### src/mfap_pkg.sv
// Shared types and constants for the max-flow augmenting path core.
// Used by the controller, the datapath and the top level; depends on nothing.
package mfap_pkg;

    // Graph and word sizes.
    localparam int unsigned MAX_NODES = 16;
    localparam int unsigned NODE_W    = 4;
    localparam int unsigned CNT_W     = 5;
    localparam int unsigned CAP_BITS  = 16;
    localparam int unsigned RES_W     = CAP_BITS + 1;
    localparam int unsigned FLOW_W    = 20;
    localparam int unsigned ADDR_W    = 2 * NODE_W;
    localparam int unsigned MEM_DEPTH = MAX_NODES * MAX_NODES;

    // Configuration register indexes.
    localparam logic [1:0] REG_NODE_COUNT  = 2'd0;
    localparam logic [1:0] REG_SOURCE_NODE = 2'd1;
    localparam logic [1:0] REG_SINK_NODE   = 2'd2;

    // Controller states.
    typedef enum logic [3:0] {
        ST_IDLE,
        ST_INIT,
        ST_BFS_START,
        ST_BFS_POP,
        ST_SCAN_RD,
        ST_SCAN_CHK,
        ST_WALK_INIT,
        ST_WALK_RD,
        ST_WALK_MIN,
        ST_UPD_INIT,
        ST_UPD_RD,
        ST_UPD_FWD,
        ST_UPD_REV,
        ST_DONE
    } t_state;

    // Commands from the controller to the datapath.
    typedef struct packed {
        logic ld_entry;
        logic clr_flow;
        logic bfs_init;
        logic bfs_pop;
        logic scan_read;
        logic scan_skip;
        logic scan_check;
        logic walk_init;
        logic walk_read;
        logic walk_min;
        logic upd_init;
        logic upd_read;
        logic upd_fwd;
        logic upd_rev;
        logic add_flow;
        logic finish;
    } t_cmd;

    // Status from the datapath to the controller.
    typedef struct packed {
        logic bad_cfg;
        logic q_empty;
        logic v_end;
        logic v_seen;
        logic edge_pos;
        logic v_is_dst;
        logic walk_end;
    } t_status;

    // Node count limited to the range the search supports.
    function automatic logic [CNT_W-1:0] clamp_nodes(input logic [CNT_W-1:0] cnt);
        logic [CNT_W-1:0] res;
        res = cnt;
        if (cnt < CNT_W'(2)) begin
            res = CNT_W'(2);
        end else if (cnt > CNT_W'(MAX_NODES)) begin
            res = CNT_W'(MAX_NODES);
        end
        return res;
    endfunction

endpackage

### src/mfap_ctrl.sv
// Sequencing state machine of the max-flow core.
// Depends on mfap_pkg; drives the datapath through a command struct.
module mfap_ctrl (
    input  logic             i_clk,
    input  logic             i_rst_n,
    input  logic             i_start,
    input  logic             i_last_entry,
    input  mfap_pkg::t_status i_status,
    output mfap_pkg::t_cmd    o_cmd,
    output logic             o_busy
);
    import mfap_pkg::*;

    t_state r_state;
    t_state n_state;

    // State register.
    always_ff @(posedge i_clk) begin
        if (!i_rst_n) begin
            r_state <= ST_IDLE;
        end else begin
            r_state <= n_state;
        end
    end

    // Next state and commands.
    always_comb begin
        n_state = r_state;
        o_cmd   = '0;
        unique case (r_state)
            ST_IDLE: begin
                if (i_start) begin
                    o_cmd.ld_entry = 1'b1;
                    if (i_last_entry) begin
                        n_state = ST_INIT;
                    end
                end
            end
            ST_INIT: begin
                o_cmd.clr_flow = 1'b1;
                n_state = i_status.bad_cfg ? ST_DONE : ST_BFS_START;
            end
            ST_BFS_START: begin
                o_cmd.bfs_init = 1'b1;
                n_state = ST_BFS_POP;
            end
            ST_BFS_POP: begin
                if (i_status.q_empty) begin
                    n_state = ST_DONE;
                end else begin
                    o_cmd.bfs_pop = 1'b1;
                    n_state = ST_SCAN_RD;
                end
            end
            ST_SCAN_RD: begin
                if (i_status.v_end) begin
                    n_state = ST_BFS_POP;
                end else if (i_status.v_seen) begin
                    o_cmd.scan_skip = 1'b1;
                end else begin
                    o_cmd.scan_read = 1'b1;
                    n_state = ST_SCAN_CHK;
                end
            end
            ST_SCAN_CHK: begin
                o_cmd.scan_check = 1'b1;
                if (i_status.edge_pos && i_status.v_is_dst) begin
                    n_state = ST_WALK_INIT;
                end else begin
                    n_state = ST_SCAN_RD;
                end
            end
            ST_WALK_INIT: begin
                o_cmd.walk_init = 1'b1;
                n_state = ST_WALK_RD;
            end
            ST_WALK_RD: begin
                if (i_status.walk_end) begin
                    n_state = ST_UPD_INIT;
                end else begin
                    o_cmd.walk_read = 1'b1;
                    n_state = ST_WALK_MIN;
                end
            end
            ST_WALK_MIN: begin
                o_cmd.walk_min = 1'b1;
                n_state = ST_WALK_RD;
            end
            ST_UPD_INIT: begin
                o_cmd.upd_init = 1'b1;
                n_state = ST_UPD_RD;
            end
            ST_UPD_RD: begin
                if (i_status.walk_end) begin
                    o_cmd.add_flow = 1'b1;
                    n_state = ST_BFS_START;
                end else begin
                    o_cmd.upd_read = 1'b1;
                    n_state = ST_UPD_FWD;
                end
            end
            ST_UPD_FWD: begin
                o_cmd.upd_fwd = 1'b1;
                n_state = ST_UPD_REV;
            end
            ST_UPD_REV: begin
                o_cmd.upd_rev = 1'b1;
                n_state = ST_UPD_RD;
            end
            ST_DONE: begin
                o_cmd.finish = 1'b1;
                n_state = ST_IDLE;
            end
            default: begin
                n_state = ST_IDLE;
            end
        endcase
    end

    assign o_busy = (r_state != ST_IDLE);

endmodule

### config.mk
export PLATFORM = sky130hd
export DESIGN_NAME = mfap_ctrl
export DESIGN_NICKNAME = d
export VERILOG_FILES = /design/src/mfap_pkg.sv /design/src/mfap_ctrl.sv
export SDC_FILE = /design/constraint.sdc
export NUM_CORES = 1
export LEC_CHECK = 0
export ABC_AREA = 1
export ABC_CLOCK_PERIOD_IN_PS = 1430
export BUFFER_PORTS_ARGS = -buffer_cell sky130_fd_sc_hd__buf_4
export CAP_MARGIN = 20
export CORE_MARGIN = 2
export CORE_UTILIZATION = 27
export CTS_BUF_LIST = sky130_fd_sc_hd__clkbuf_4 sky130_fd_sc_hd__clkbuf_8 sky130_fd_sc_hd__clkbuf_16
export CTS_CLUSTER_DIAMETER = 50
export DETAILED_ROUTE_END_ITERATION = 12
export SLEW_MARGIN = 25
export SYNTH_ARGS = -nofsm -noshare
export SYNTH_HDL_FRONTEND = slang
export SYNTH_SLANG_ARGS = --single-unit
### constraint.sdc
create_clock -name i_clk -period 1.43 [get_ports i_clk]
set_input_delay 0.143 -clock i_clk [delete_from_list [all_inputs] [get_ports i_clk]]
set_output_delay 0.143 -clock i_clk [all_outputs]
set_load 0.01 [all_outputs]
* Word-level counts from Yosys, hierarchy flattened
Index checks and enable logic that the tools add are counted.
** Cells by class
- Divide/modulo/power cells :: 0
- $lt $le $gt $ge :: 0
- Bitwise operators :: 0
- Reduce and logical (&&, ||, !) cells :: 6
- $mul :: 0
- Add/sub/neg operators :: 0
- Mux-type cells :: 32
- Equality and inequality tests :: 16
- Shifts and indexed selects :: 0
** Operators by type and width (count)
- one-hot mux 4 bit (11 select lines) :: 1
- two-way mux 4 bit :: 7
- == test 4 bit (second input constant) :: 6
- two-way mux 1 bit :: 21
- == test 4 x 3 -> 1 bit (second input constant) :: 4
- == test 4 x 2 -> 1 bit (second input constant) :: 2
- two-way mux 2 bit :: 3
- == test 4 x 1 -> 1 bit (second input constant) :: 1
- zero test 4 bit :: 1
- != test 2 bit (second input constant) :: 2
- nonzero test 4 bit :: 1
- OR reduction 2 bit :: 2
- != test 3 bit (second input constant) :: 1
- AND reduction 3 bit :: 1
- logical AND 1 bit :: 1
** Word-level totals
- Memories kept :: 0
- Flip-flop bits (word level) :: 4
- Memory bits (read-only) :: 0
- Word-level logic and storage cells :: 55
- Input port bits :: 11
- Latch bits :: 0
- Output and inout bits :: 17
- Memory bits (writable) :: 0

* Longest topological paths before layout
- Depth in word-level cells :: 3
- Depth in mapped cells :: 8
- Mapped depth without buffers :: 8

* Worst setup path before layout
No wires, ideal clock.
- Path type :: flip-flop to output port
- From :: reg r_state[2]
- To :: out o_cmd[15] (netlist bit)
- Required time :: 1.287 ns
- Path slack :: 0.319 ns
- Buffers on the path :: 0
- Arrival time :: 0.968 ns
- Stages on the path, launching flop included :: 6
- Path through :: dfxtp_1 nor2_2 inv_2 nor2_1 inv_1 nor2_1
** RTL lines
- start, declared :: line mfap_ctrl.sv:14 : t_state r_state;
- start signal, assigned :: line mfap_ctrl.sv:22 : r_state <= n_state;
- end, declared :: line mfap_ctrl.sv:9 : output mfap_pkg::t_cmd o_cmd,

==> impl_results.md <==
* CTS clk-pin slew, worst paths at 40 ps
* Critical Path RT at 1290 ps
* Syn_nets at 97
* Seq/Total Area, Yosys at 18.3%
* CTS tree: built
* Hold path depth at 3
* Worst slew pin tran at 260 ps
* Die height at 44.3 um
* Power Density at 1570 nW/um^2
* Core ar. at 1510 um^2
* Area grow syn2layout at 63.4%
* Drt drc at 0
* HP Start: i_rst_n
* Site row count at 14
* Syn_area_per_cell at 5.09 um^2
* Worst Hold Class: input pin to register
* CP Capture Type: primary output
* RSZ-0062 raised after global routing: yes
* Static leakage at 0.409 nW
* Post-Layout Cell Count at 132
* Final WL at 1.37 mm
* Seq pwr share at 20.5%
* Top cell type by total area after synthesis: nor2_1
* IO Port Bufs at 27
* Worst Hold End: r_state[1]
* Data arrival time of the critical path at 1210 ps
* R2R cell count at 7
* RR Startpoint: r_state[2]
* Post-CTS setup buffers at 0
* First-pass GRT wire length at 2.26 mm
* Largest register FFs at 4
* Initial DRT Pass Iterations at 4
* Clock latency on the worst-skew pair at 240 ps
* Clock Path Buffers at 2
* Power Total at 0.00112 W
* Initial Utilization at 29.1%
* Most flop-heavy register: r_state
* Num CTS Buffers at 3
* Post-Route Setup TNS at 0 ps
* Post-route ant nets at 0
* Place WS at 190 ps
* Pin count of the biggest net entering global routing at 6
* Clock sinks at 4
* Internal at 0.000559 W
* Die width at 44.3 um
* Status: finished, final reports clean
* Slew Viols, Final at 0
* Final setup viols at 0
* Crit path launch type: register
* Area of the mapped netlist at 438 um^2
* Crit Path Max Fanout at 5
* Clock Skew at 8.18 ps
* DR iter-0 viols at 23
* Worst reg2reg endpoint: r_state[0]
* CTS root buf: clkbuf_4
* Routed wire per std cell at 10.3 um
* Final hold violation count at 0
* DIE AREA at 1960 um^2
* Max cap viols at 0
* Via density at 4.77
* YS warnings at 0
* Power share of the combinational group at 66.4%
* Commonest non-fill, non-tap cell in the layout: buf_4
* Worst Setup Path Type: register to primary output
* Routability cong. at 0.859
* Regs by FF count: r_state x4
* Synth area leaders: nor2_1 21%, dfxtp_1 18%, nand2_1 15%
* Post-route setup slack at 78.3 ps
* Cell total after placement at 129
* Gr usage total at 15.8%
* Reg2Reg Setup Slack at 330 ps
* Switch Pwr at 0.000563 W
* Synth top area share at 20.6%
* Top-level I/O count at 28
* Part of the power in the clock network at 13.1%
* Final Critical Period at 1350 ps
* Sw frac at 50.2%
* Post-DP HPWL at 1.10 mm
* Number of antenna violations at the first check in global routing at 0
* Post-synth cell types at 16
* Flops & latches, synth at 4
* Worst VDD drop at 680 uV
* Antenna fix cells at 0
* CTS Hold Bufs at 0
* Share of layout cells above drive strength 1 at 43.1%
* H-tree lvl count at 1
* Most frequent cells in the layout: 27 x buf_4, 21 x nor2_1, 17 x nand2_1
* Fin crit share at 94.5%
* Overflow after GRT at 0
* Layout net count at 129
* Vias in the first global route at 555
* Max_slew headroom at 82.5%
* Gate count of the mapped netlist at 86
* FMAX at 740 MHz
* Vias after detailed routing at 630
critical path, stage by stage (launching register included):
cell	delay (ps)
dfxtp_2	350
nor2_4	160
inv_2	70
nor3_1	220
buf_4	170
area by class of cell:
cell class | count | area [um^2]
clock buffers | 3 | 22.5
fillers | 165 | 791
inverters | 18 | 67.6
multi-input cells | 64 | 315
flip-flops and latches | 4 | 87.6
well taps | 16 | 20.0
repair buffers | 27 | 203
Yosys cell counts:
library cell and n:
nand2_1 18, a31oi_1 1, inv_2 3, o22ai_1 2, nand3_2 1, nor2_2 4
nor2_1 24, nand2_2 2, nand3_1 4, nor2_4 1, a21oi_1 2, nor3_1 1
o21ai_1 3, inv_1 15, o21ai_0 1, dfxtp_1 4
logic make-up (layout without fill, tap and decap cells):
group / after synthesis / in the layout / synth area share, %
AO/OA/AOI/OAI: 9 / 9 / 11.1
buffers and inverters: 18 / 48 / 15.4
flip-flops: 4 / 4 / 18.3
AND/OR/NAND/NOR: 55 / 55 / 55.1
power groups by stage:
stage | combinational (W) | sequential [W] | clock, W
2_1_floorplan | 0.000472 | 0.000198 | 0
3_3_place_gp | 0.000695 | 0.000206 | 0
3_5_place_dp | 0.000697 | 0.000206 | 0
4_1_cts | 0.000703 | 0.000211 | 0.000152
5_1_grt | 0.000835 | 0.000236 | 0.000162
6_report | 0.000745 | 0.000230 | 0.000147
how the worst max path moves through the flow:
| stage | from | to | slack (ps) | cells past startpoint |
|---|---|---|---|---|
| 3_3_place_gp | r_state[2] | r_state[0] | 200 | 7 |
| 3_5_place_dp | r_state[2] | r_state[0] | 190 | 7 |
| 6_report | r_state[2] | o_cmd[12] | 80 | 4 |
| 4_1_cts | r_state[3] | o_cmd[15] | 9 | 6 |
| 5_1_grt | r_state[2] | o_cmd[15] | -50 | 6 |
| 2_1_floorplan | r_state[2] | o_cmd[15] | 320 | 5 |
routing by layer:
metal	track usage, %	share of wire [%]	vias up
li1	-	-	320
met1	18.1	40	280
met2	25.0	49	26
met3	5.71	8.6	4
met4	9.70	2.0	0
met5	0	0	-
through the flow:
step | utilization (%) | cell area [um^2] | hold slack, ps
2_1_floorplan | - | 438 | 311
3_3_place_gp | 43.9 | 661 | 444
3_5_place_dp | 43.9 | 661 | 449
4_1_cts | 45.6 | 687 | 197
5_1_grt | 47.5 | 716 | 214
6_report | 47.5 | 716 | 200
what timing repair did:
item	in CTS	in global routing
pin swaps	0	0
cloned	0	0
resized for setup	2	10
setup endpoints to repair	3	9
No activity file was read; power rests on OpenSTA's default activity.
